--- src/design/hsb_rgb_color_resolve_defines.svh ---
// Assertion helpers used by hsb_rgb_color_resolve.sv.
`ifndef HSB_RGB_COLOR_RESOLVE_DEFINES_SVH
`define HSB_RGB_COLOR_RESOLVE_DEFINES_SVH

// Same-cycle implication, disabled during reset.
`define HSB_ASSERT_NOW(label, clk, rst, ante, cons) \
  label: assert property (@(posedge clk) disable iff (rst) (ante) |-> (cons)) \
    else $error("assertion failed");

// Next-cycle implication, disabled during reset.
`define HSB_ASSERT_NEXT(label, clk, rst, ante, cons) \
  label: assert property (@(posedge clk) disable iff (rst) (ante) |=> (cons)) \
    else $error("assertion failed");

`endif

--- src/design/hsb_pipe_div.sv ---
module hsb_pipe_div #(
  parameter int NW = 38,
  parameter int DW = 24,
  parameter int QW = 17,
  parameter int SW = 2
) (
  input  logic          clk,
  input  logic          rst,
  input  logic          in_valid,
  input  logic [NW-1:0] num,
  input  logic [DW-1:0] den,
  input  logic [SW-1:0] side_in,
  output logic          out_valid,
  output logic [QW-1:0] quo,
  output logic [DW-1:0] rem,
  output logic [SW-1:0] side_out
);

  localparam int RW = (NW > DW + QW) ? NW : DW + QW;

  logic          vld    [QW+1];
  logic [RW-1:0] rem_s  [QW+1];
  logic [QW-1:0] quo_s  [QW+1];
  logic [SW-1:0] side_s [QW+1];

  assign vld[0] = in_valid;
  assign rem_s[0] = RW'(num);
  assign quo_s[0] = '0;
  assign side_s[0] = side_in;

  for (genvar k = 0; k < QW; k++) begin : g_stage
    localparam int B = QW - 1 - k;
    logic [RW-1:0] dsh;
    logic          ge;

    assign dsh = RW'(den) << B;
    assign ge = rem_s[k] >= dsh;

    always_ff @(posedge clk) begin
      if (rst) begin
        vld[k+1] <= 1'b0;
      end else begin
        vld[k+1] <= vld[k];
      end
    end

    always_ff @(posedge clk) begin
      rem_s[k+1] <= ge ? rem_s[k] - dsh : rem_s[k];
      quo_s[k+1] <= {quo_s[k][QW-2:0], ge};
      side_s[k+1] <= side_s[k];
    end
  end

  assign out_valid = vld[QW];
  assign quo = quo_s[QW];
  assign rem = rem_s[QW][DW-1:0];
  assign side_out = side_s[QW];

endmodule

--- config.mk ---
export PLATFORM = sky130hd
export DESIGN_NAME = hsb_pipe_div
export DESIGN_NICKNAME = d
export VERILOG_FILES = /design/src/design/hsb_rgb_color_resolve_defines.svh /design/src/design/hsb_pipe_div.sv
export SDC_FILE = /design/constraint.sdc
export NUM_CORES = 2
export LEC_CHECK = 0
export BUFFER_PORTS_ARGS = -buffer_cell sky130_fd_sc_hd__buf_4
export CAP_MARGIN = 10
export CORE_MARGIN = 2
export CORE_UTILIZATION = 55
export CTS_CLUSTER_SIZE = 30
export DETAILED_ROUTE_END_ITERATION = 6
export PLACE_DENSITY = 0.78
export SYNTH_ARGS = -nofsm -noshare
export SYNTH_HDL_FRONTEND = slang
export SYNTH_SLANG_ARGS = --single-unit
--- constraint.sdc ---
create_clock -name clk -period 4.7 [get_ports clk]
set_clock_uncertainty 0.15 [all_clocks]
set_input_delay 0.94 -clock clk [delete_from_list [all_inputs] [get_ports clk]]
set_output_delay 0.94 -clock clk [all_outputs]
set_load 0.005 [all_outputs]
==> impl_metrics.json <==
{
  "fin_crit_ns": 4.055,
  "synth_nets": 5731,
  "clock_latency_ns": 0.68,
  "cts_buffers": 93,
  "dieWidth_um": 295.1,
  "cp_slowest_stage_delay_ns": 0.43,
  "yosysSeqAreaShare_pct": 37.96,
  "hold_viol": 0,
  "dieArea_um2": 87110,
  "start_util_pct": 55.62,
  "hp-class": "reg2reg",
  "routedWlPerCell_um": 19.93,
  "crit_slowest_cell": "a211oi_1",
  "numPortBuffers": 110,
  "crit_buf_inv": 5,
  "ctsResizeCount": 0,
  "layout-drive-gt1-share_pct": 10.46,
  "ir_drop_v": 0.0004281,
  "nets": 5892,
  "worst_setup_path_end_kind": "register",
  "drtIter0Drc": 2945,
  "grt_max_degree": 50,
  "drcViolationCount": 0,
  "status": "finished, final reports clean",
  "cts_setup_buffers": 0,
  "min_period_over_period_pct": 86.29,
  "row_count": 106,
  "setup_ws_ns": 0.6445,
  "p_per_area_nw_per_um2": 743.5,
  "rsz0062_at_grt": "no",
  "synth-async-reset-ratio_pct": 0,
  "tns_ns": 0,
  "yosysTopAreaCell": "dfxtp_1",
  "wl_um": 131800,
  "yosys-top-cells-area": "dfxtp_1, ha_1, a21oi_1",
  "setup_viol": 0,
  "synth_seq_cells": 884,
  "synth.avg_cell_area_um2": 8.895,
  "cts_tree": "done",
  "cts_hold_buf": 0,
  "max_clock_freq_mhz": 246.6,
  "tightestPinTransition_ns": 0.7392,
  "synth-edff-count": 0,
  "worst_ep_required_time_ns": 5.08,
  "clockBufferDepth": 3,
  "grt_pass1_vias": 37750,
  "cp.arrival_ns": 4.44,
  "grt_pass1_wl_um": 203100,
  "yosys_warnings": 0,
  "grt_use_total_pct": 29.61,
  "gp_congestion": 0.9494,
  "p_leak_nw": 22.47,
  "path_clk_slew_ns": 0.06,
  "cpMostUsedCell": "buf_4",
  "critPathKind": "in2reg",
  "synthToLayoutAreaGrowth_pct": 12.59,
  "slew_headroom_pct": 49.45,
  "core_um2": 83820,
  "clockRootBuffer": "clkbuf_16",
  "place_hpwl_um": 99530,
  "yosysTopAreaCellShare_pct": 37.96,
  "synthCells": 5241,
  "synthTopCellsByCount": "dfxtp_1, a21oi_1, nor2_1, ha_1, nand2_1",
  "critPathTopFamily": "compound AO/OA/AOI/OAI gates",
  "die_y_um": 295.1,
  "drv_cap": 0,
  "ant_nets": 0,
  "netlist-cell-type-count": 103,
  "maxSlewViolCount": 0,
  "ios": 111,
  "startpoint_type": "input pin",
  "antenna_found_initial": 3,
  "pre_cts_ws_ns": 0.1266,
  "path_cells": "buf_4 -> inv_1 -> buf_4 -> ha_1 -> a21oi_1 -> o21ai_0 -> or3b_1 -> a211oi_1 -> o31a_1 -> nor4_1 -> nor3_2 -> buf_4 -> buf_12 -> nand2_1 -> o21ai_0",
  "synthesis.area_um2": 46620,
  "ys.flop_type": "dfxtp_1",
  "first_pass_iters": 6,
  "vias_per_cell": 5.992,
  "num_vias": 39630,
  "rrSetupSlack_ns": 1.03,
  "overflow": 0,
  "clkSinkCount": 884,
  "yosysMostFrequentCell": "dfxtp_1",
  "htreeDepth": 3,
  "path_max_fanout": 18
}
-- final cells by class --
cell class | count | area, µm²
Clock inverter | 48 | 588.1
Timing Repair Buffer | 246 | 2110
Fill cell | 7162 | 31330
Multi-Input combinational cell | 4014 | 27490
Sequential cell | 884 | 17700
Antenna cell | 2 | 5.005
Inverter | 163 | 611.8
Tap cell | 1134 | 1419
Clock buffer | 122 | 2567
-- layout by cell type (no fill, tap or decap), types with 16 or more instances in the layout --
cell type / instances
a211oi_1: 35
a21o_1: 176
a21oi_1: 535
a31oi_1: 37
and2_1: 23
and3_1: 33
buf_12: 21
buf_4: 225
clkbuf_1: 17
clkbuf_16: 94
dfxtp_1: 884
fa_1: 17
ha_1: 406
inv_1: 162
mux2_2: 92
nand2_1: 391
nand2b_1: 56
nand3_1: 121
nand4_1: 54
nand4b_1: 16
nor2_1: 435
nor2b_1: 72
nor3_1: 107
nor4_1: 65
o211ai_1: 26
o21a_1: 70
o21ai_0: 341
o21bai_1: 60
o31a_1: 26
o31ai_1: 30
or2_2: 22
or3_1: 36
or4_1: 29
xnor2_1: 261
xor2_1: 189
-- where the power goes --
part,switching (mW),internal [mW],leakage (nW)
logic,10.4,8.55,13.5
clock network,3.15,4.39,1.53
registers,2.24,10.3,7.41
-- logic make-up after synthesis --
group / Yosys count / share of synthesized area (%)
simple gates: 1540 / 16.23
mux: 98 / 2.362
fa+ha+maj: 423 / 11.63
xor+xnor: 450 / 8.454
buf+inv: 343 / 3.199
compound gates: 1503 / 20.17
flops: 884 / 37.96
-- worst register-to-register path, delay by kind of cell, from the launching register on --
kind	cells	cell delay [ns]
flops	1	0.34
fa+ha+maj	2	0.64
simple gates	3	0.94
buf+inv	2	0.25
compound gates	5	1.11
xor+xnor	1	0.18
-- registers in the layout (all words and copies together), names as in the netlist --
register / cells
rem_s: 656
quo_s: 136
side_s: 32
rem: 24
quo: 17
vld: 16
side_out: 2
out_valid: 1
-- per-stage QoR --
stage / power [mW] / hold WS (ns) / area (µm²) / std cells / util, %
detailed placement: 31.17 / 0.1621 / 49330 / 6441 / 58.85
global placement: 30.91 / 0.1597 / 49330 / 6441 / 58.85
CTS: 38.87 / 0.1733 / 52490 / 6611 / 62.62
floorplan: 26.12 / 0.1596 / 46620 / 5241 / -
global route: 41.65 / 0.1755 / 52490 / 6611 / 62.62
finish: 39.03 / 0.1661 / 52490 / 6613 / 62.62
-- path summary, 6_finish.rpt --
path | startpoint | end | depth (start not counted)
hold reg to reg | quo_s[77]$_DFF_P_ | quo_s[61]$_DFF_P_ | 0
setup reg to reg | rem_s[335]$_DFF_P_ | rem_s[322]$_DFF_P_ | 13
setup / recovery | den[14] | rem_s[609]$_DFF_P_ | 15
hold / removal | quo_s[77]$_DFF_P_ | quo_s[61]$_DFF_P_ | 0
-- routing by layer --
layer,vias to the layer above,GRT usage (%),part of all wire [%]
met1,18410,34.27,39
met4,4,20.30,7.5
li1,19200,-,-
met5,-,0,0.017
met2,1523,50.74,47
met3,485,4.195,6.1
No activity file was read; power rests on OpenSTA's default activity.
